==> config.mk <==
export PLATFORM = sky130hd
export DESIGN_NAME = percent_escaped_base64_decoder
export DESIGN_NICKNAME = d
export VERILOG_FILES = /design/src/sv/pebd_pkg.sv /design/src/sv/pebd_decode.sv /design/src/sv/pebd_burst_out.sv /design/src/sv/percent_escaped_base64_decoder.sv
export SDC_FILE = /design/constraint.sdc
export NUM_CORES = 1
export LEC_CHECK = 0
export BUFFER_PORTS_ARGS = -buffer_cell sky130_fd_sc_hd__buf_2
export CAP_MARGIN = 20
export CORE_ASPECT_RATIO = 1.4
export CORE_MARGIN = 4
export CORE_UTILIZATION = 49
export CTS_CLUSTER_SIZE = 16
export DETAILED_ROUTE_END_ITERATION = 8
export HOLD_SLACK_MARGIN = 0.12
export PLACE_DENSITY = 0.63
export SLEW_MARGIN = 20
export SYNTH_ARGS = -nofsm -noshare
export SYNTH_HDL_FRONTEND = slang
export SYNTH_HIERARCHICAL = 1
export SYNTH_SLANG_ARGS = --single-unit
==> constraint.sdc <==
create_clock -name clk_i -period 13.5 [get_ports clk_i]
set_input_delay 2.025 -clock clk_i [delete_from_list [all_inputs] [get_ports clk_i]]
set_output_delay 2.025 -clock clk_i [all_outputs]
set_load 0.02 [all_outputs]
==> src/sv/pebd_pkg.sv <==
// Shared types and character constants for the percent-escaped base64 decoder.
// No dependencies; used by pebd_decode, pebd_burst_out and the top level.

package pebd_pkg;

  localparam logic [7:0] CharEquals  = 8'h3D;  // '='
  localparam logic [7:0] CharPlus    = 8'h2B;  // '+'
  localparam logic [7:0] CharSlash   = 8'h2F;  // '/'
  localparam logic [7:0] CharLowZ    = 8'h7A;  // 'z'
  localparam logic [7:0] CharPercent = 8'h25;  // '%'

  localparam int unsigned BurstDepth = 2;      // bursts held between decode and output

  // Escape decoding phase.
  typedef enum logic [1:0] {
    EscNone = 2'd0,
    EscHigh = 2'd1,
    EscLow  = 2'd2
  } esc_phase_e;

  // Up to three results caused by one input beat.
  typedef struct packed {
    logic [2:0][7:0] data;    // data[0] goes out first
    logic [1:0]      count;   // number of results, 1 to 3
    logic            marker;  // single result without data
    logic            done;    // last result closes the string
  } burst_t;

endpackage

==> src/sv/pebd_decode.sv <==
// Escape handling, base64 sextet mapping and group packing for one input beat.
// Depends on pebd_pkg; produces at most one burst of results per accepted beat.

module pebd_decode (
  input  logic              clk_i,
  input  logic              rst_ni,
  input  logic              accept_i,
  input  logic [7:0]        in_char_i,
  input  logic              end_of_string_i,
  output logic              push_o,
  output pebd_pkg::burst_t  burst_o
);

  // Returns {valid, value} for a hexadecimal digit of either case.
  function automatic logic [4:0] hex_value(input logic [7:0] c);
    logic [4:0] r;
    r = '0;
    if (c inside {[8'h30:8'h39]}) begin
      r = {1'b1, 4'(c - 8'h30)};
    end else if (c inside {[8'h41:8'h46]}) begin
      r = {1'b1, 4'(c - 8'h37)};
    end else if (c inside {[8'h61:8'h66]}) begin
      r = {1'b1, 4'(c - 8'h57)};
    end
    return r;
  endfunction

  // Returns {valid, sextet}; characters outside '+'..'z' never map.
  function automatic logic [6:0] sextet_value(input logic [7:0] c);
    logic [6:0] r;
    r = '0;
    if (c inside {[8'h41:8'h5A]}) begin
      r = {1'b1, 6'(c - 8'h41)};
    end else if (c inside {[8'h61:pebd_pkg::CharLowZ]}) begin
      r = {1'b1, 6'(c - 8'h47)};
    end else if (c inside {[8'h30:8'h39]}) begin
      r = {1'b1, 6'(c + 8'h04)};
    end else if (c == pebd_pkg::CharPlus) begin
      r = {1'b1, 6'd62};
    end else if (c == pebd_pkg::CharSlash) begin
      r = {1'b1, 6'd63};
    end
    return r;
  endfunction

  logic [23:0]           group_q, group_d;
  logic [1:0]            count_q, count_d;
  pebd_pkg::esc_phase_e  phase_q, phase_d;
  logic [3:0]            nibble_q, nibble_d;
  logic                  stopped_q, stopped_d;

  logic [4:0]  hex;
  logic [6:0]  sext;
  logic [7:0]  ch;
  logic [23:0] merged;
  logic [1:0]  flush_n;

  assign hex     = hex_value(in_char_i);
  assign ch      = (phase_q == pebd_pkg::EscLow) ? {nibble_q, hex[3:0]} : in_char_i;
  assign sext    = sextet_value(ch);
  assign flush_n = (count_q > 2'd1) ? 2'(count_q - 2'd1) : 2'd0;

  always_comb begin
    merged = group_q;
    case (count_q)
      2'd0:    merged[23:18] = sext[5:0];
      2'd1:    merged[17:12] = sext[5:0];
      2'd2:    merged[11:6]  = sext[5:0];
      default: merged[5:0]   = sext[5:0];
    endcase
  end

  always_comb begin
    group_d        = group_q;
    count_d        = count_q;
    phase_d        = phase_q;
    nibble_d       = nibble_q;
    stopped_d      = stopped_q;
    push_o         = 1'b0;
    burst_o.data   = {group_q[7:0], group_q[15:8], group_q[23:16]};
    burst_o.count  = flush_n;
    burst_o.marker = 1'b0;
    burst_o.done   = 1'b0;

    if (end_of_string_i) begin
      push_o       = accept_i;
      burst_o.done = 1'b1;
      if (stopped_q || flush_n == 2'd0) begin
        burst_o.count  = 2'd1;
        burst_o.marker = 1'b1;
        burst_o.data   = '0;
      end
      group_d   = '0;
      count_d   = '0;
      phase_d   = pebd_pkg::EscNone;
      nibble_d  = '0;
      stopped_d = 1'b0;
    end else if (!stopped_q) begin
      if ((phase_q != pebd_pkg::EscNone && !hex[4]) ||
          (!(phase_q == pebd_pkg::EscNone && in_char_i == pebd_pkg::CharPercent) &&
           phase_q != pebd_pkg::EscHigh && !sext[6])) begin
        // Bad escape digit or a character with no sextet: flush and stop.
        push_o    = accept_i && (flush_n != 2'd0);
        group_d   = '0;
        count_d   = '0;
        phase_d   = pebd_pkg::EscNone;
        nibble_d  = '0;
        stopped_d = 1'b1;
      end else if (phase_q == pebd_pkg::EscHigh) begin
        nibble_d = hex[3:0];
        phase_d  = pebd_pkg::EscLow;
      end else if (phase_q == pebd_pkg::EscNone && in_char_i == pebd_pkg::CharPercent) begin
        phase_d = pebd_pkg::EscHigh;
      end else begin
        phase_d  = pebd_pkg::EscNone;
        nibble_d = '0;
        if (count_q == 2'd3) begin
          push_o        = accept_i;
          burst_o.data  = {merged[7:0], merged[15:8], merged[23:16]};
          burst_o.count = 2'd3;
          group_d       = '0;
          count_d       = '0;
        end else begin
          group_d = merged;
          count_d = 2'(count_q + 2'd1);
        end
      end
    end
  end

  always_ff @(posedge clk_i or negedge rst_ni) begin
    if (!rst_ni) begin
      group_q   <= '0;
      count_q   <= '0;
      phase_q   <= pebd_pkg::EscNone;
      nibble_q  <= '0;
      stopped_q <= 1'b0;
    end else if (accept_i) begin
      group_q   <= group_d;
      count_q   <= count_d;
      phase_q   <= phase_d;
      nibble_q  <= nibble_d;
      stopped_q <= stopped_d;
    end
  end

endmodule

==> src/sv/pebd_burst_out.sv <==
// Depth-entry burst queue (two by default) and the serialiser that hands its results out one beat at a time.
// Depends on pebd_pkg for the burst type and queue depth.

module pebd_burst_out #(
  parameter int unsigned Depth = pebd_pkg::BurstDepth
) (
  input  logic              clk_i,
  input  logic              rst_ni,
  input  logic              push_i,
  input  pebd_pkg::burst_t  burst_i,
  output logic              full_o,
  output logic              out_valid_o,
  input  logic              out_ready_i,
  output logic [7:0]        out_byte_o,
  output logic              byte_valid_o,
  output logic              last_of_run_o,
  output logic              stream_done_o
);

  localparam int unsigned PtrW  = (Depth > 1) ? $clog2(Depth) : 1;
  localparam int unsigned FillW = $clog2(Depth + 1);

  pebd_pkg::burst_t  slot_q [Depth];
  logic [PtrW-1:0]   wr_ptr_q, rd_ptr_q;
  logic [FillW-1:0]  fill_q;
  logic [1:0]        idx_q;

  pebd_pkg::burst_t  head;
  logic              last_beat;
  logic              pop;

  assign head          = slot_q[rd_ptr_q];
  assign out_valid_o   = (fill_q != '0);
  assign full_o        = (fill_q == FillW'(Depth));
  assign last_beat     = (idx_q == 2'(head.count - 2'd1));
  assign pop           = out_valid_o && out_ready_i && last_beat;
  assign out_byte_o    = head.data[idx_q];
  assign byte_valid_o  = !head.marker;
  assign last_of_run_o = last_beat;
  assign stream_done_o = head.done && last_beat;

  always_ff @(posedge clk_i) begin
    if (push_i) begin
      slot_q[wr_ptr_q] <= burst_i;
    end
  end

  always_ff @(posedge clk_i or negedge rst_ni) begin
    if (!rst_ni) begin
      wr_ptr_q <= '0;
      rd_ptr_q <= '0;
      fill_q   <= '0;
      idx_q    <= '0;
    end else begin
      if (push_i) begin
        wr_ptr_q <= (wr_ptr_q == PtrW'(Depth - 1)) ? '0 : PtrW'(wr_ptr_q + 1'b1);
      end
      if (pop) begin
        rd_ptr_q <= (rd_ptr_q == PtrW'(Depth - 1)) ? '0 : PtrW'(rd_ptr_q + 1'b1);
        idx_q    <= '0;
      end else if (out_valid_o && out_ready_i) begin
        idx_q <= 2'(idx_q + 2'd1);
      end
      if (push_i && !pop) begin
        fill_q <= FillW'(fill_q + 1'b1);
      end else if (pop && !push_i) begin
        fill_q <= FillW'(fill_q - 1'b1);
      end
    end
  end

endmodule

==> src/sv/percent_escaped_base64_decoder.sv <==
// Top level of the percent-escaped base64 decoder.
// Depends on pebd_pkg, pebd_decode and pebd_burst_out.
//
//   Channel | Handshake            | Payload
//   --------+----------------------+---------------------------------------------------
//   input   | in_valid_i/in_ready_o   | in_char_i, end_of_string_i
//   output  | out_valid_o/out_ready_i | out_byte_o, byte_valid_o, last_of_run_o, stream_done_o
//
// One input beat is decoded in the cycle it is accepted; its results are registered into the burst queue.
// Input beats are taken every cycle while the burst queue has a free entry.
// A full group or flush drains one result per cycle while out_ready_i is high; bursts of three set the rate.
// Reset clears the decode state and empties the queue; no clearing pass is needed.
// An output stall holds the current result; input is refused only once the queue is full.

module percent_escaped_base64_decoder #(
  parameter int unsigned BurstDepth = pebd_pkg::BurstDepth
) (
  input  logic        clk_i,
  input  logic        rst_ni,
  input  logic        in_valid_i,
  output logic        in_ready_o,
  input  logic [7:0]  in_char_i,
  input  logic        end_of_string_i,
  output logic        out_valid_o,
  input  logic        out_ready_i,
  output logic [7:0]  out_byte_o,
  output logic        byte_valid_o,
  output logic        last_of_run_o,
  output logic        stream_done_o
);

  logic              accept;
  logic              push;
  logic              full;
  pebd_pkg::burst_t  burst;

  assign in_ready_o = !full;
  assign accept     = in_valid_i && in_ready_o;

  pebd_decode u_decode (
    .clk_i           (clk_i),
    .rst_ni          (rst_ni),
    .accept_i        (accept),
    .in_char_i       (in_char_i),
    .end_of_string_i (end_of_string_i),
    .push_o          (push),
    .burst_o         (burst)
  );

  pebd_burst_out #(
    .Depth (BurstDepth)
  ) u_burst_out (
    .clk_i         (clk_i),
    .rst_ni        (rst_ni),
    .push_i        (push),
    .burst_i       (burst),
    .full_o        (full),
    .out_valid_o   (out_valid_o),
    .out_ready_i   (out_ready_i),
    .out_byte_o    (out_byte_o),
    .byte_valid_o  (byte_valid_o),
    .last_of_run_o (last_of_run_o),
    .stream_done_o (stream_done_o)
  );

endmodule

* Word level (Yosys, flattened, before mapping)
Memory sizes are Yosys's and may differ from the RTL's.
Cells that the tools add are included.
** Storage, ports and cells
- Memories :: 1
- Bits of input ports :: 13
- Latch bits :: 0
- Output and inout bits :: 13
- Memory bits (read-only) :: 0
- Bits in writable memories :: 56
- Register bits after elaboration :: 39
** Cells by class
- Bitwise logic cells :: 0
- Divide/modulo/power cells :: 0
- Shift-type cells :: 0
- Reductions and logical operators :: 38
- Equal/unequal tests :: 15
- Add/subtract/negate cells :: 14
- Muxes and demuxes :: 63
- $lt $le $gt $ge :: 14
- Multiply operators :: 0
** Memory list
- u_burst_out.slot_q :: depth 2, width 28, read ports 1, clocked after memory_dff 0, write ports 1, line pebd_burst_out.sv:23 : pebd_pkg::burst_t slot_q [Depth];
** Operator list (number)
- 26-bit 2-to-1 mux :: 6
- 24-bit 2-to-1 mux :: 6
- 7-bit 2-to-1 mux :: 5
- 8-bit by 7-bit greater-or-equal comparator with 1-bit output (second input constant) :: 4
- 8-bit by 7-bit less-or-equal comparator with 1-bit output (second input constant) :: 4
- 2-bit 2-to-1 mux :: 16
- 27-bit 2-to-1 mux :: 1
- 8-bit by 6-bit equality test with 1-bit output (second input constant) :: 3
- 6-bit 2-to-1 mux :: 4
- 4-bit 2-to-1 mux :: 5
- 1-bit logical AND :: 17
- 8-bit binary-select mux with 2-bit select :: 1
- 8-bit by 6-bit greater-or-equal comparator with 1-bit output (second input constant) :: 2
- 8-bit by 6-bit less-or-equal comparator with 1-bit output (second input constant) :: 2
- 8-bit 2-to-1 mux :: 2
- 5-bit 2-to-1 mux :: 3
- 1-bit 2-to-1 mux :: 14
- 2-bit nonzero test :: 5
- 2-bit equality test (second input constant) :: 4
- 4-bit by 3-bit subtractor with 4-bit output (second input constant) :: 2
- 1-bit logical NOT :: 7
- 2-bit by 1-bit adder with 2-bit output (second input constant) :: 3
- 6-bit by 3-bit adder with 6-bit output (second input constant) :: 1
- 2-bit logical NOT :: 3
- other kinds (19) :: 24

* Depth between registers and ports, before layout
Gate-level depths: netlist (run 1).
- Depth in word-level cells :: 22
- Mapped depth :: 20
- Depth with buffers taken out :: 19

* Hierarchy
The synthesis (run 1) kept the hierarchy.
** By module, submodules not included
- pebd_decode :: times used 1, cells each 384, sequential area each 825.8 sq um, area each 3196.8 sq um
- pebd_burst_out :: times used 1, cells each 150, sequential area each 1831.8 sq um, area each 2563.7 sq um
- percent_escaped_base64_decoder :: times used 1, cells each 2, sequential area each 0.0 sq um, area each 10.0 sq um

* Least setup slack after synthesis (run 1)
OpenSTA, ideal clock, no wires.
- Path type :: input to register
- Start point :: in in_char_i[4]
- End point :: mem u_burst_out/slot_q[0][0] (netlist name) (enable)
- Buffers on the path :: 3
- Required time :: 13.084 ns
- Arrival :: 6.458 ns
- Stages on the path :: 15
- Setup slack :: 6.626 ns
- Setup time :: 0.416 ns
- Cells stage by stage :: buf_2 or4b_1 buf_2 nor4_2 a21oi_1 ha_1 or2_2 nand4_1 o221ai_2 nor4_2 buf_4 nand2_1 a21oi_1 o21a_1 nor2b_1
** Between the ends
- Word-level cells in the longest chain between the ends :: 20
- Elaborated cells between the ends (all ways) :: 45
- Those cells by class :: order compare (12); eq/ne (3); mux (16); reduce/logical (14)
** Ends and longest elaborated chain
- start, declared :: line percent_escaped_base64_decoder.sv:22 : input logic [7:0] in_char_i,
- parallel branches: the longest is 15 deep, another holds 8-bit by 7-bit greater-or-equal comparator with 1-bit output
- 1-bit 2-to-1 mux (*) :: line pebd_decode.sv:99 : if ((phase_q != pebd_pkg::EscNone && !hex[4]) ||
- 1-bit 2-to-1 mux (*) :: line pebd_decode.sv:98 : end else if (!stopped_q) begin
- 1-bit 2-to-1 mux (*) :: line pebd_decode.sv:85 : if (end_of_string_i) begin
- named net push :: line percent_escaped_base64_decoder.sv:33 : logic push;
- 1-bit 2-to-1 mux (*) :: line pebd_burst_out.sv:43 : if (push_i) begin
- 1-bit 2-to-1 mux (implied by the code) (*) :: line pebd_burst_out.sv:44 : slot_q[wr_ptr_q] <= burst_i;
- end, declared :: line pebd_burst_out.sv:23
Mark *: on every way through the listed nets, which the timed path passes.

* Final worst setup path (run 1)
- Start point :: in in_char_i[0]
- End point :: mem u_burst_out/slot_q[0][4] (netlist name) (enable)
Same word-level chain as after synthesis.

==> flow_summary.html, run 1 <==
<table>
<tr><th>Metric</th><th>Value</th></tr>
<tr><th colspan="2">Synth</th></tr>
<tr><td>Seq/Total Area, Yosys</td><td>46.1%</td></tr>
<tr><td>Top-area cell type share of the netlist area</td><td>29.1%</td></tr>
<tr><td>Post-synthesis async set-or-reset flop share</td><td>41.1%</td></tr>
<tr><td>Dominant cells by area after synthesis</td><td>sky130_fd_sc_hd__edfxtp_1, sky130_fd_sc_hd__dfrtp_1, sky130_fd_sc_hd__mux2i_1</td></tr>
<tr><td>Distinct cell type count of the synthesized netlist</td><td>a little under 80</td></tr>
<tr><td>Register bit count reported by yosys</td><td>95</td></tr>
<tr><td>Mean area per synthesized cell</td><td>10.8 um^2</td></tr>
<tr><td>Gate count of the mapped netlist</td><td>536</td></tr>
<tr><td>Net count after synthesis</td><td>564</td></tr>
<tr><td>Leading cell type by number of instances after synthesis</td><td>sky130_fd_sc_hd__edfxtp_1</td></tr>
<tr><td>Commonest cells post-synth</td><td>sky130_fd_sc_hd__edfxtp_1, sky130_fd_sc_hd__nand2_1, sky130_fd_sc_hd__dfrtp_1, sky130_fd_sc_hd__nor2_1, sky130_fd_sc_hd__o21ai_0</td></tr>
<tr><td>Post-Syn Area</td><td>0.00577 mm^2</td></tr>
<tr><td>Main flop type after synthesis</td><td>sky130_fd_sc_hd__edfxtp_1</td></tr>
<tr><td>Yosys warning total</td><td>6</td></tr>
<tr><td>Cell type with the largest total area after synthesis</td><td>sky130_fd_sc_hd__edfxtp_1</td></tr>
<tr><td>Number of enable-type register cells in the synthesized netlist</td><td>56</td></tr>
<tr><th colspan="2">CTS</th></tr>
<tr><td>Number of hold-repair buffers added at the cts stage</td><td>0</td></tr>
<tr><td>CTS root buffer</td><td>sky130_fd_sc_hd__clkbuf_16</td></tr>
<tr><td>Post-cts repair resize count</td><td>0</td></tr>
<tr><td>Clock latency reported for the late side of the worst-skew pair</td><td>approximately 340 ps</td></tr>
<tr><td>CTS buffer count</td><td>9</td></tr>
<tr><td>Level count of the clock H-tree</td><td>3</td></tr>
<tr><td>Maximum number of buffers from clock root to sink</td><td>2</td></tr>
<tr><td>CTS tree</td><td>done</td></tr>
<tr><td>Post-CTS repair timing setup buffer count</td><td>0</td></tr>
<tr><td>Register clock-pin slew on the reported worst setup and hold paths</td><td>60 ps</td></tr>
<tr><td>Clock sinks</td><td>95</td></tr>
<tr><th colspan="2">Routing</th></tr>
<tr><td>Number of nets with antenna violations after routing</td><td>0</td></tr>
<tr><td>Number of DRC markers after the initial detailed-route iteration</td><td>306</td></tr>
<tr><td>DRC violations left</td><td>0</td></tr>
<tr><td>Detailed Route WL</td><td>14.2 mm</td></tr>
<tr><td>Detailed-route wire length per cell</td><td>20.2 um</td></tr>
<tr><td>Number of vias after detailed routing</td><td>4472</td></tr>
<tr><td>Vias per cell</td><td>6.37</td></tr>
<tr><td>Number of detailed-route iterations in the first pass</td><td>5</td></tr>
<tr><th colspan="2">Min path</th></tr>
<tr><td>Type of the tightest min-delay check</td><td>flop to flop</td></tr>
<tr><th colspan="2">Layout</th></tr>
<tr><td>Layout Nets</td><td>about 580</td></tr>
<tr><td>Growth of design area from synthesis to finish</td><td>9.45%</td></tr>
<tr><td>Post-route cell area</td><td>between 0.006 and 0.007 mm^2</td></tr>
<tr><td>Ant diodes</td><td>0</td></tr>
<tr><td>Area occupied by multi-input gates</td><td>0.00293 mm^2</td></tr>
<tr><td>Total area of sequential cells</td><td>0.00266 mm^2</td></tr>
<tr><td>Ratio of cells with drive above 1 in the final layout</td><td>between 10% and 20%</td></tr>
<tr><td>Final-layout fill cell count</td><td>1040</td></tr>
<tr><th colspan="2">Setup path</th></tr>
<tr><td>Maximum fanout along the worst path</td><td>28</td></tr>
<tr><td>Required time at the worst-slack endpoint</td><td>13500 ps</td></tr>
<tr><td>Critical path arrival</td><td>around 6400 ps</td></tr>
<tr><td>Setup crit start kind</td><td>input port</td></tr>
<tr><td>Sort of element at the end of the critical path</td><td>flop</td></tr>
<tr><td>Crit Path Category</td><td>input port to flop</td></tr>
<tr><th colspan="2">Flow run</th></tr>
<tr><td>Count of max-cap constraint violations</td><td>0</td></tr>
<tr><th colspan="2">Timing</th></tr>
<tr><td>Maximum achievable frequency</td><td>156 MHz</td></tr>
<tr><td>Pin slew with the least headroom to its limit</td><td>around 950 ps</td></tr>
<tr><td>Summed negative setup slack over all endpoints</td><td>0 ps</td></tr>
<tr><td>Clock Skews</td><td>8.55 ps</td></tr>
<tr><td>Relative slew margins</td><td>between 30 and 40%</td></tr>
<tr><td>Min Clock Period, post-route</td><td>6420 ps</td></tr>
<tr><td>Final hold violations</td><td>0</td></tr>
<tr><td>Final Max Tran Viols</td><td>0</td></tr>
<tr><td>Period utilization</td><td>around 48%</td></tr>
<tr><td>Finish-stage setup viols</td><td>0</td></tr>
<tr><td>Setup repair after global routing missed its margin</td><td>false</td></tr>
<tr><th colspan="2">Global route</th></tr>
<tr><td>Antenna violations before repair</td><td>0</td></tr>
<tr><td>Vias in the first global route</td><td>roughly 4400</td></tr>
<tr><td>Total routing resource utilization after global routing</td><td>21.9%</td></tr>
<tr><td>GRT overflow</td><td>0</td></tr>
<tr><td>First-pass GRT wire length</td><td>23.4 mm</td></tr>
<tr><td>Largest net degree at the start of global routing</td><td>40</td></tr>
<tr><th colspan="2">Die</th></tr>
<tr><td>Die span in x</td><td>99.7 um</td></tr>
<tr><td>Die ar.</td><td>around 0.014 mm^2</td></tr>
<tr><td>Die span in y</td><td>136 um</td></tr>
<tr><td>Initial standard-cell utilization of the core</td><td>50.4%</td></tr>
<tr><td>Site row count</td><td>46</td></tr>
<tr><td>Core box area</td><td>0.0115 mm^2</td></tr>
<tr><td>Top-Level Pins</td><td>26</td></tr>
<tr><th colspan="2">Outcome</th></tr>
<tr><td>Run status</td><td>complete, no violations</td></tr>
<tr><th colspan="2">Place</th></tr>
<tr><td>Detail Placement HPWL</td><td>around 10 mm</td></tr>
<tr><td>Number of I/O port buffers</td><td>25</td></tr>
<tr><td>Instance area at placement</td><td>0.00599 mm^2</td></tr>
<tr><td>GP Congestion</td><td>0.934</td></tr>
<tr><th colspan="2">Power and ir drop</th></tr>
<tr><td>LEAKAGE</td><td>2.33 nW</td></tr>
<tr><td>IR Drop Worst-Case VDD</td><td>0.0000650 V</td></tr>
<tr><td>Areal power density over the cells</td><td>177 mW/mm^2</td></tr>
</table>
## routing by layer
metal  vias to the layer above  track usage, %  share of wire, %
met3                        37            2.82               3.4
met2                       144            39.6                54
met4                         0            9.11               3.2
met5                         -               0                 0
met1                      2179            25.8                40
li1                       2112               -                 -
## per-stage QoR
step | power, mW | worst slack (ps) | utilization [%] | instances | hold WS, ps
floorplan | 0.738 | 6630 | - | 536 | 455
global placement | 0.846 | 6970 | 52.3 | 686 | 490
detailed placement | 0.850 | 6820 | 52.3 | 686 | 496
CTS | 1.13 | 7120 | 55.1 | 702 | 514
global route | 1.19 | 6690 | 55.1 | 702 | 526
finish | 1.12 | 7080 | 55.1 | 702 | 514
## power breakdown
group | switching, mW | internal [mW] | total [mW]
Clock | 0.111 | 0.164 | 0.275
Combinational | 0.280 | 0.159 | 0.438
Sequential | 0.0452 | 0.361 | 0.406
## cell usage in the layout, fill, tap and decap left out, drive strengths merged, types with 9 or more instances in the layout
master	netlist	layout
ha	15	15
nor3	18	18
nand2b	11	11
clkbuf	10	9
inv	15	17
nand3	11	11
dfrtp	39	39
nand2	50	50
o2bb2ai	24	24
edfxtp	56	56
nor2	31	31
a21oi	14	14
mux2i	25	25
buf	14	30
nor2b	11	11
o21ai	40	40
nand3b	10	10
o31ai	11	11
## kinds of logic after synthesis
logic type / Yosys count / synth area share [%]
buf+inv: 39 / 3.19
fa+ha+maj: 15 / 3.25
flops: 95 / 46.1
simple gates: 181 / 17.2
compound gates: 161 / 20.7
xor+xnor: 7 / 1.06
mux: 38 / 8.56
## sequential cells by signal (all words and copies together), names as in the netlist
signal / count
u_burst_out/fill_q: 2
u_decode/count_q: 2
u_burst_out/idx_q: 2
u_decode/phase_q: 2
u_burst_out/wr_ptr_q: 1
u_burst_out/slot_q: 56
u_decode/group_q: 24
u_decode/stopped_q: 1
u_decode/nibble_q: 4
u_burst_out/rd_ptr_q: 1
## critical path, stage by stage
cell and delay, ps:
sky130_fd_sc_hd__buf_2 150, sky130_fd_sc_hd__inv_1 150, sky130_fd_sc_hd__ha_1 220, sky130_fd_sc_hd__nor3b_2 410, sky130_fd_sc_hd__nor4_2 150, sky130_fd_sc_hd__a21oi_1 620
sky130_fd_sc_hd__inv_1 150, sky130_fd_sc_hd__ha_1 280, sky130_fd_sc_hd__inv_1 80, sky130_fd_sc_hd__a211oi_1 40, sky130_fd_sc_hd__o2111ai_1 290, sky130_fd_sc_hd__o221ai_2 270
sky130_fd_sc_hd__nor4_2 310, sky130_fd_sc_hd__buf_4 230, sky130_fd_sc_hd__nand2_1 90, sky130_fd_sc_hd__a21oi_1 200, sky130_fd_sc_hd__o21a_1 210, sky130_fd_sc_hd__nor2b_2 170
sky130_fd_sc_hd__buf_4 350
## area by class of cell
cell class | instances | area share (%)
multi-input combinational | 402 | 46.4
sequential | 95 | 42.1
clock buffer | 9 | 3.57
tap | 144 | 2.85
timing repair buffer | 30 | 2.58
clock inverter | 7 | 1.62
inverter | 15 | 0.891
## final timing paths
path	cells after the start	endpoint	startpoint	slack (ps)
setup / recovery	19	u_burst_out/slot_q[0][4]$_DFFE_PP_	in_char_i[0]	7080
hold reg to reg	1	u_decode/group_q[13]$_DFFE_PN0P_	u_decode/group_q[13]$_DFFE_PN0P_	510
hold / removal	1	u_decode/group_q[13]$_DFFE_PN0P_	u_decode/group_q[13]$_DFFE_PN0P_	510
max in group asynchronous	1	u_decode/group_q[2]$_DFFE_PN0P_	rst_ni	11120
min in group asynchronous	1	u_decode/nibble_q[2]$_DFFE_PN0P_	rst_ni	1800
setup reg to reg	16	u_burst_out/slot_q[0][4]$_DFFE_PP_	u_decode/phase_q[1]$_DFFE_PN0P_	8280
(Power assumes the default switching activity.)
==> run 2: changes to the inputs <==
Settings changed: PLACE_DENSITY 0.63 to 0.65.
Clock period 13.5 ns to 5.8 ns, I/O delays scaled along.
==> run 2 against run 1 <==
  * Setup slack got worse by 6100 ps
  * Sequential share of layout area rose by 0.20 points
  * Highest routed layer unchanged
  * Die area did not move
==> flow_summary.html, run 2 (synthesized netlist as in run 1, its figures left out) <==
<table>
<tr><th>Metric</th><th>Value</th></tr>
<tr><th colspan="2">Outcome</th></tr>
<tr><td>Run status</td><td>complete, no violations</td></tr>
<tr><th colspan="2">Timing</th></tr>
<tr><td>Final Max Tran Viols</td><td>0</td></tr>
<tr><td>Worst hold margin</td><td>513 ps</td></tr>
<tr><td>Clock Skews</td><td>between 9 and 10 ps</td></tr>
<tr><td>Period utilization</td><td>about 83%</td></tr>
<tr><td>Pin slew with the least headroom to its limit</td><td>904 ps</td></tr>
<tr><td>Finish-stage setup viols</td><td>0</td></tr>
<tr><td>Relative slew margins</td><td>38.9%</td></tr>
<tr><td>Maximum achievable frequency</td><td>207 MHz</td></tr>
<tr><td>Final hold violations</td><td>0</td></tr>
<tr><td>Setup repair after global routing missed its margin</td><td>false</td></tr>
<tr><td>Min Clock Period, post-route</td><td>a little under 5000 ps</td></tr>
<tr><td>Summed negative setup slack over all endpoints</td><td>0 ps</td></tr>
<tr><th colspan="2">Place</th></tr>
<tr><td>Instance area at placement</td><td>between 0.005 and 0.006 mm^2</td></tr>
<tr><td>GP Congestion</td><td>0.967</td></tr>
<tr><td>Detail Placement HPWL</td><td>approximately 10 mm</td></tr>
<tr><td>Number of I/O port buffers</td><td>25</td></tr>
<tr><td>Count of placed standard cells including taps</td><td>687</td></tr>
<tr><th colspan="2">CTS</th></tr>
<tr><td>Maximum number of buffers from clock root to sink</td><td>2</td></tr>
<tr><td>Post-cts repair resize count</td><td>0</td></tr>
<tr><td>Clock sinks</td><td>between 90 and 100</td></tr>
<tr><td>Post-CTS repair timing setup buffer count</td><td>0</td></tr>
<tr><td>Clock latency reported for the late side of the worst-skew pair</td><td>340 ps</td></tr>
<tr><td>Number of hold-repair buffers added at the cts stage</td><td>0</td></tr>
<tr><td>CTS root buffer</td><td>sky130_fd_sc_hd__clkbuf_16</td></tr>
<tr><td>Register clock-pin slew on the reported worst setup and hold paths</td><td>about 70 ps</td></tr>
<tr><td>CTS buffer count</td><td>9</td></tr>
<tr><td>Level count of the clock H-tree</td><td>3</td></tr>
<tr><td>CTS tree</td><td>done</td></tr>
<tr><th colspan="2">Global route</th></tr>
<tr><td>First-pass GRT wire length</td><td>between 20 and 25 mm</td></tr>
<tr><td>Total routing resource utilization after global routing</td><td>20.7%</td></tr>
<tr><td>Vias in the first global route</td><td>roughly 4300</td></tr>
<tr><td>Antenna violations before repair</td><td>0</td></tr>
<tr><td>GRT overflow</td><td>0</td></tr>
<tr><td>Largest net degree at the start of global routing</td><td>40</td></tr>
<tr><th colspan="2">Layout</th></tr>
<tr><td>Leading registers by flop count</td><td>u_burst_out/slot_q x56, u_decode/group_q x24, u_decode/nibble_q x4</td></tr>
<tr><td>Final-layout fill cell count</td><td>1023</td></tr>
<tr><td>Ant diodes</td><td>0</td></tr>
<tr><td>Max reg flops</td><td>56</td></tr>
<tr><td>Growth of design area from synthesis to finish</td><td>8.93%</td></tr>
<tr><td>Number of standard cells in the layout, taps in and fillers out</td><td>703</td></tr>
<tr><td>Most common library cell in the layout ignoring fill and taps</td><td>sky130_fd_sc_hd__edfxtp_1</td></tr>
<tr><td>Ratio of cells with drive above 1 in the final layout</td><td>14.8%</td></tr>
<tr><td>Register with the highest flop count</td><td>u_burst_out/slot_q</td></tr>
<tr><td>Core utilization of the finished layout</td><td>54.9%</td></tr>
<tr><td>Commonest cells after routing, fill and taps aside</td><td>sky130_fd_sc_hd__edfxtp_1, sky130_fd_sc_hd__nand2_1, sky130_fd_sc_hd__dfrtp_1, sky130_fd_sc_hd__nor2_1, sky130_fd_sc_hd__o21ai_0</td></tr>
<tr><td>Post-route cell area</td><td>0.00629 mm^2</td></tr>
<tr><td>Layout Nets</td><td>just under 600</td></tr>
<tr><th colspan="2">Power and ir drop</th></tr>
<tr><td>Internal power consumption</td><td>between 1.5 and 2 mW</td></tr>
<tr><td>Switching power as a share of total power</td><td>40.3%</td></tr>
<tr><td>Clock power share</td><td>22.4%</td></tr>
<tr><td>Share of power burned in registers</td><td>about 38%</td></tr>
<tr><td>IR Drop Worst-Case VDD</td><td>0.000184 V</td></tr>
<tr><td>LEAKAGE</td><td>2.32 nW</td></tr>
<tr><td>Combinational share of power</td><td>about two fifths</td></tr>
<tr><td>Areal power density over the cells</td><td>about 400 mW/mm^2</td></tr>
<tr><td>Total net switching power</td><td>1.02 mW</td></tr>
<tr><th colspan="2">Setup path</th></tr>
<tr><td>Number of cells on the critical path</td><td>15</td></tr>
<tr><td>CP max stage delay</td><td>~700 ps</td></tr>
<tr><td>Sort of element at the end of the critical path</td><td>flop</td></tr>
<tr><td>Crit Path Category</td><td>input port to flop</td></tr>
<tr><td>Crit path to</td><td>u_burst_out/slot_q[0][19]$_DFFE_PP_</td></tr>
<tr><td>Cells on worst reg2reg path</td><td>15</td></tr>
<tr><td>Critical path arrival</td><td>4920 ps</td></tr>
<tr><td>Start point of the critical path</td><td>in_char_i[4]</td></tr>
<tr><td>Worst R2R Start</td><td>u_decode/phase_q[1]$_DFFE_PN0P_</td></tr>
<tr><td>Required time at the worst-slack endpoint</td><td>5900 ps</td></tr>
<tr><td>Setup crit start kind</td><td>input port</td></tr>
<tr><td>CP max stage cell</td><td>sky130_fd_sc_hd__or4b_1</td></tr>
<tr><td>Most repeated library cell on the critical path</td><td>sky130_fd_sc_hd__inv_1</td></tr>
<tr><td>CP Cell Sequence</td><td>buf_2 &gt; or4b_1 &gt; nor4_4 &gt; mux2i_1 &gt; inv_1 &gt; ha_1 &gt; inv_1 &gt; a211oi_1 &gt; o2111ai_1 &gt; o221ai_2 &gt; nor4_2 &gt; buf_4 &gt; a21oi_1 &gt; nor2_1 &gt; o31ai_1</td></tr>
<tr><td>Buf/Inv on CP</td><td>4</td></tr>
<tr><td>Maximum fanout along the worst path</td><td>12</td></tr>
<tr><td>Internal reg-to-reg setup slack</td><td>a little over 1000 ps</td></tr>
<tr><td>Top cell family by delay on the critical path</td><td>compound AO/OA/AOI/OAI gates</td></tr>
<tr><td>Reg-to-reg endpoint</td><td>u_burst_out/slot_q[0][26]$_DFFE_PP_</td></tr>
<tr><th colspan="2">Flow run</th></tr>
<tr><td>Count of max-cap constraint violations</td><td>0</td></tr>
<tr><th colspan="2">Routing</th></tr>
<tr><td>Number of nets with antenna violations after routing</td><td>0</td></tr>
<tr><td>DRC violations left</td><td>0</td></tr>
<tr><td>Number of vias after detailed routing</td><td>4489</td></tr>
<tr><td>Number of detailed-route iterations in the first pass</td><td>5</td></tr>
<tr><td>Detailed Route WL</td><td>between 10 and 15 mm</td></tr>
<tr><td>Number of DRC markers after the initial detailed-route iteration</td><td>between 300 and 400</td></tr>
<tr><td>Detailed-route wire length per cell</td><td>19.2 um</td></tr>
<tr><td>Vias per cell</td><td>6.39</td></tr>
<tr><th colspan="2">Die</th></tr>
<tr><td>Top-Level Pins</td><td>26</td></tr>
<tr><td>Die span in x</td><td>99.7 um</td></tr>
<tr><td>Die span in y</td><td>approximately 140 um</td></tr>
<tr><td>Die ar.</td><td>0.0136 mm^2</td></tr>
<tr><td>Site row count</td><td>46</td></tr>
<tr><td>Initial standard-cell utilization of the core</td><td>50.4%</td></tr>
<tr><td>Core box area</td><td>0.0115 mm^2</td></tr>
<tr><th colspan="2">Min path</th></tr>
<tr><td>Type of the tightest min-delay check</td><td>flop to flop</td></tr>
</table>
-- run 2: cell types whose count changed in the layout (fill, tap and decap cells not counted), sizes merged --
cell | before | now
clkinv | 2 | 3
bufinv | 2 | 0
buf | 30 | 31
inv | 17 | 18
-- run 2: through the flow --
step | power (mW) | setup WS [ps]
floorplan | 1.72 | 80.5
global placement | 1.96 | 769
detailed placement | 1.98 | 669
CTS | 2.55 | 1020
global route | 2.69 | 548
finish | 2.53 | 980
-- run 2: how the worst min path moves through the flow --
stage	from	end	slack, ps	cells after the start
2_1_floorplan	u_burst_out/wr_ptr_q$_DFFE_PN0P_	u_burst_out/wr_ptr_q$_DFFE_PN0P_	460	1
3_3_place_gp	u_decode/group_q[20]$_DFFE_PN0P_	u_decode/group_q[20]$_DFFE_PN0P_	490	1
3_5_place_dp	u_burst_out/wr_ptr_q$_DFFE_PN0P_	u_burst_out/wr_ptr_q$_DFFE_PN0P_	490	1
4_1_cts	u_burst_out/wr_ptr_q$_DFFE_PN0P_	u_burst_out/wr_ptr_q$_DFFE_PN0P_	510	1
5_1_grt	u_decode/group_q[2]$_DFFE_PN0P_	u_decode/group_q[2]$_DFFE_PN0P_	530	1
6_report	u_burst_out/wr_ptr_q$_DFFE_PN0P_	u_burst_out/wr_ptr_q$_DFFE_PN0P_	510	1
-- run 2: metal layers --
metal  vias up  routed length [um]  GRT usage, %
met5         -                   0             0
met4         0                 428          8.12
met3        37                 591          2.41
met2       168                7040          37.1
met1      2170                5470          25.1
li1       2114                   -             -
-- run 2: worst register-to-register path: stages, from the launching register on --
cell and delay, ps:
sky130_fd_sc_hd__dfrtp_1 520, sky130_fd_sc_hd__nor2b_1 690, sky130_fd_sc_hd__a22oi_1 310, sky130_fd_sc_hd__a21oi_1 440, sky130_fd_sc_hd__inv_1 130, sky130_fd_sc_hd__ha_1 270
sky130_fd_sc_hd__inv_1 70, sky130_fd_sc_hd__a211oi_1 50, sky130_fd_sc_hd__o2111ai_1 280, sky130_fd_sc_hd__o221ai_2 260, sky130_fd_sc_hd__nor4_2 380, sky130_fd_sc_hd__nand2_1 130
sky130_fd_sc_hd__a21oi_1 210, sky130_fd_sc_hd__o21a_1 200, sky130_fd_sc_hd__nor2b_2 160, sky130_fd_sc_hd__buf_4 330
-- run 2: layout make-up --
| class | count | area (um^2) | share of cell area, % |
|---|---|---|---|
| sequential | 95 | 2660 | 42.3 |
| tap | 144 | 180 | 2.87 |
| timing repair buffer | 31 | 170 | 2.71 |
| clock buffer | 9 | 225 | 3.58 |
| inverter | 15 | 56.3 | 0.896 |
| multi-input combinational | 402 | 2930 | 46.6 |
| clock inverter | 7 | 65.1 | 1.04 |
-- run 2: power by group through the flow --
stage,sequential [mW],clock [mW],combinational (mW)
detailed placement,0.963,0,1.02
global placement,0.957,0,1.00
CTS,0.950,0.579,1.02
floorplan,0.911,0,0.805
global route,0.969,0.605,1.11
finish,0.951,0.568,1.01
==> run 3: changes to the inputs <==
Settings changed: PLACE_DENSITY 0.65 to 0.63.
Clock period 5.8 ns to 4.9 ns, I/O delays scaled along.
==> run 3 against run 2 <==
  * Global-route usage grew 1.8 points
  * Total power is 20% higher
  * Setup slack got worse by 540 ps
  * First-iteration DRC count grew 8.0%
  * Critical endpoint is now u_burst_out/slot_q[0][14]$_DFFE_PP_
  * Flip-flop and latch count is the same
  * Die area unchanged
  * Worst hold slack got worse by 2.4 ps
==> flow_summary.html, run 3 (synthesized netlist as in run 1, its figures left out) <==
<table>
<tr><th>Metric</th><th>Value</th></tr>
<tr><th colspan="2">Layout</th></tr>
<tr><td>Growth of design area from synthesis to finish</td><td>11.6%</td></tr>
<tr><td>Commonest cells after routing, fill and taps aside</td><td>sky130_fd_sc_hd__edfxtp_1, sky130_fd_sc_hd__nand2_1, sky130_fd_sc_hd__dfrtp_1, sky130_fd_sc_hd__nor2_1, sky130_fd_sc_hd__o21ai_0</td></tr>
<tr><td>Number of standard cells in the layout, taps in and fillers out</td><td>between 700 and 800</td></tr>
<tr><td>Ratio of cells with drive above 1 in the final layout</td><td>17.5%</td></tr>
<tr><td>Max reg flops</td><td>56</td></tr>
<tr><td>Leading registers by flop count</td><td>u_burst_out/slot_q x56, u_decode/group_q x24, u_decode/nibble_q x4</td></tr>
<tr><td>Final-layout fill cell count</td><td>between 1000 and 1500</td></tr>
<tr><td>Most common library cell in the layout ignoring fill and taps</td><td>sky130_fd_sc_hd__edfxtp_1</td></tr>
<tr><td>Core utilization of the finished layout</td><td>56.2%</td></tr>
<tr><td>Register with the highest flop count</td><td>u_burst_out/slot_q</td></tr>
<tr><td>Ant diodes</td><td>0</td></tr>
<tr><td>Layout Nets</td><td>601</td></tr>
<tr><td>Post-route cell area</td><td>0.00644 mm^2</td></tr>
<tr><th colspan="2">Setup path</th></tr>
<tr><td>Setup crit start kind</td><td>input port</td></tr>
<tr><td>Required time at the worst-slack endpoint</td><td>4940 ps</td></tr>
<tr><td>Worst R2R Start</td><td>u_decode/phase_q[1]$_DFFE_PN0P_</td></tr>
<tr><td>Reg-to-reg endpoint</td><td>u_burst_out/slot_q[0][14]$_DFFE_PP_</td></tr>
<tr><td>CP max stage cell</td><td>sky130_fd_sc_hd__nor3b_2</td></tr>
<tr><td>Maximum fanout along the worst path</td><td>28</td></tr>
<tr><td>Critical path arrival</td><td>4500 ps</td></tr>
<tr><td>CP max stage delay</td><td>420 ps</td></tr>
<tr><td>Start point of the critical path</td><td>in_char_i[0]</td></tr>
<tr><td>CP Cell Sequence</td><td>buf_2 &gt; inv_1 &gt; ha_1 &gt; nor3b_2 &gt; nor4_4 &gt; mux2i_1 &gt; inv_1 &gt; ha_1 &gt; or2_2 &gt; nand4_1 &gt; o221ai_2 &gt; nor4_2 &gt; nand2_1 &gt; a21oi_1 &gt; o21a_1 &gt; nor2b_4 &gt; buf_12</td></tr>
<tr><td>Internal reg-to-reg setup slack</td><td>between 800 and 900 ps</td></tr>
<tr><td>Sort of element at the end of the critical path</td><td>flop</td></tr>
<tr><td>Crit Path Category</td><td>input port to flop</td></tr>
<tr><td>Cells on worst reg2reg path</td><td>15</td></tr>
<tr><th colspan="2">CTS</th></tr>
<tr><td>CTS buffer count</td><td>9</td></tr>
<tr><td>CTS root buffer</td><td>sky130_fd_sc_hd__clkbuf_16</td></tr>
<tr><td>Number of hold-repair buffers added at the cts stage</td><td>0</td></tr>
<tr><td>Post-cts repair resize count</td><td>0</td></tr>
<tr><td>Level count of the clock H-tree</td><td>3</td></tr>
<tr><td>CTS tree</td><td>done</td></tr>
<tr><td>Clock sinks</td><td>95</td></tr>
<tr><td>Maximum number of buffers from clock root to sink</td><td>2</td></tr>
<tr><td>Register clock-pin slew on the reported worst setup and hold paths</td><td>60 ps</td></tr>
<tr><td>Clock latency reported for the late side of the worst-skew pair</td><td>340 ps</td></tr>
<tr><td>Post-CTS repair timing setup buffer count</td><td>0</td></tr>
<tr><th colspan="2">Routing</th></tr>
<tr><td>Number of nets with antenna violations after routing</td><td>0</td></tr>
<tr><td>Number of vias after detailed routing</td><td>4468</td></tr>
<tr><td>Vias per cell</td><td>6.19</td></tr>
<tr><td>DRC violations left</td><td>0</td></tr>
<tr><td>Detailed-route wire length per cell</td><td>20.1 um</td></tr>
<tr><td>Number of DRC markers after the initial detailed-route iteration</td><td>377</td></tr>
<tr><td>Detailed Route WL</td><td>14.5 mm</td></tr>
<tr><td>Number of detailed-route iterations in the first pass</td><td>7</td></tr>
<tr><th colspan="2">Timing</th></tr>
<tr><td>Period utilization</td><td>around nine tenths</td></tr>
<tr><td>Summed negative setup slack over all endpoints</td><td>0 ps</td></tr>
<tr><td>Final Max Tran Viols</td><td>0</td></tr>
<tr><td>Pin slew with the least headroom to its limit</td><td>938 ps</td></tr>
<tr><td>Worst hold margin</td><td>510 ps</td></tr>
<tr><td>Clock Skews</td><td>7.11 ps</td></tr>
<tr><td>Maximum achievable frequency</td><td>between 200 and 250 MHz</td></tr>
<tr><td>Relative slew margins</td><td>37.5%</td></tr>
<tr><td>Final hold violations</td><td>0</td></tr>
<tr><td>Post-layout worst setup margin</td><td>440 ps</td></tr>
<tr><td>Finish-stage setup viols</td><td>0</td></tr>
<tr><td>Min Clock Period, post-route</td><td>4460 ps</td></tr>
<tr><td>Setup repair after global routing missed its margin</td><td>false</td></tr>
<tr><th colspan="2">Die</th></tr>
<tr><td>Site row count</td><td>between 40 and 50</td></tr>
<tr><td>Die span in y</td><td>136 um</td></tr>
<tr><td>Die ar.</td><td>0.0136 mm^2</td></tr>
<tr><td>Top-Level Pins</td><td>26</td></tr>
<tr><td>Initial standard-cell utilization of the core</td><td>between 50% and 60%</td></tr>
<tr><td>Die span in x</td><td>between 90 and 100 um</td></tr>
<tr><td>Core box area</td><td>0.0115 mm^2</td></tr>
<tr><th colspan="2">Global route</th></tr>
<tr><td>GRT overflow</td><td>0</td></tr>
<tr><td>Total routing resource utilization after global routing</td><td>22.4%</td></tr>
<tr><td>First-pass GRT wire length</td><td>between 20 and 25 mm</td></tr>
<tr><td>Largest net degree at the start of global routing</td><td>40</td></tr>
<tr><td>Vias in the first global route</td><td>4549</td></tr>
<tr><td>Antenna violations before repair</td><td>0</td></tr>
<tr><th colspan="2">Place</th></tr>
<tr><td>Instance area at placement</td><td>0.00617 mm^2</td></tr>
<tr><td>Count of placed standard cells including taps</td><td>about 710</td></tr>
<tr><td>Worst slack, placed</td><td>147 ps</td></tr>
<tr><td>Number of I/O port buffers</td><td>25</td></tr>
<tr><td>GP Congestion</td><td>0.933</td></tr>
<tr><td>Detail Placement HPWL</td><td>11.0 mm</td></tr>
<tr><th colspan="2">Power and ir drop</th></tr>
<tr><td>LEAKAGE</td><td>2.41 nW</td></tr>
<tr><td>Total net switching power</td><td>roughly 1.2 mW</td></tr>
<tr><td>Clock power share</td><td>20.6%</td></tr>
<tr><td>Switching power as a share of total power</td><td>39.7%</td></tr>
<tr><td>Areal power density over the cells</td><td>roughly 470 mW/mm^2</td></tr>
<tr><td>Combinational share of power</td><td>41.8%</td></tr>
<tr><td>Overall power consumption</td><td>3.04 mW</td></tr>
<tr><td>IR Drop Worst-Case VDD</td><td>0.000249 V</td></tr>
<tr><td>Share of power burned in registers</td><td>between 30% and 40%</td></tr>
<tr><td>Internal power consumption</td><td>1.84 mW</td></tr>
<tr><th colspan="2">Outcome</th></tr>
<tr><td>Run status</td><td>complete, no violations</td></tr>
<tr><th colspan="2">Min path</th></tr>
<tr><td>Number of cells traversed by the worst hold path</td><td>1</td></tr>
<tr><td>Endpoint of the worst hold-timing path</td><td>u_decode/group_q[12]$_DFFE_PN0P_</td></tr>
<tr><td>Type of the tightest min-delay check</td><td>flop to flop</td></tr>
<tr><td>Hold path start</td><td>u_decode/group_q[12]$_DFFE_PN0P_</td></tr>
<tr><th colspan="2">Flow run</th></tr>
<tr><td>Count of max-cap constraint violations</td><td>0</td></tr>
</table>
[run 3: changes by cell type in the layout (fill, tap and decap cells not counted)]
cell	change
sky130_fd_sc_hd__buf_4	+17
sky130_fd_sc_hd__buf_12	+2
sky130_fd_sc_hd__clkbuf_1	+2
sky130_fd_sc_hd__clkinv_2	+2
sky130_fd_sc_hd__inv_8	-2
sky130_fd_sc_hd__and2_1	-1
sky130_fd_sc_hd__and2_2	+1
sky130_fd_sc_hd__clkinv_4	-1
sky130_fd_sc_hd__inv_6	-1
sky130_fd_sc_hd__nor2b_2	-1
sky130_fd_sc_hd__nor2b_4	+1
[run 3: layout make-up]
class	instances	area, um^2	area share [%]
clock buffers	11	233	3.62
clock inverters	5	35.0	0.544
inverters	15	56.3	0.875
well taps	144	180	2.80
multi-input cells	402	2940	45.6
repair buffers	50	338	5.25
flip-flops and latches	95	2660	41.3
[run 3: worst max-delay path, delay by kind of cell]
kind / cells / cell delay [ps]
AOI/OAI and AO/OA: 3 / 530
muxes: 1 / 420
and+or+nand+nor: 7 / 1660
buffers and inverters: 4 / 660
adders and majority gates: 2 / 480
[run 3: layer usage]
layer / track usage (%) / share of wire [%]
met3: 2.05 / 2.6
met5: 0 / 0
met1: 25.8 / 39
met2: 41.6 / 55
met4: 10.2 / 3.0
[run 3: how the worst max path moves through the flow]
stage,depth (start not counted),slack (ps),end
final,17,440,u_burst_out/slot_q[0][14]$_DFFE_PP_
after global routing,14,130,u_burst_out/slot_q[1][11]$_DFFE_PP_
after CTS,17,470,u_burst_out/slot_q[0][16]$_DFFE_PP_
after detailed placement,17,150,u_burst_out/slot_q[0][12]$_DFFE_PP_
after global placement,17,190,u_burst_out/slot_q[0][22]$_DFFE_PP_
after floorplan,15,140,u_burst_out/slot_q[0][0]$_DFFE_PP_
[run 3: power groups by stage]
stage	Sequential [mW]	Combinational [mW]	Clock [mW]
after global routing	1.17	1.39	0.675
after floorplan	1.08	0.956	0
after detailed placement	1.16	1.27	0
after CTS	1.15	1.27	0.638
after global placement	1.15	1.25	0
final	1.15	1.27	0.626
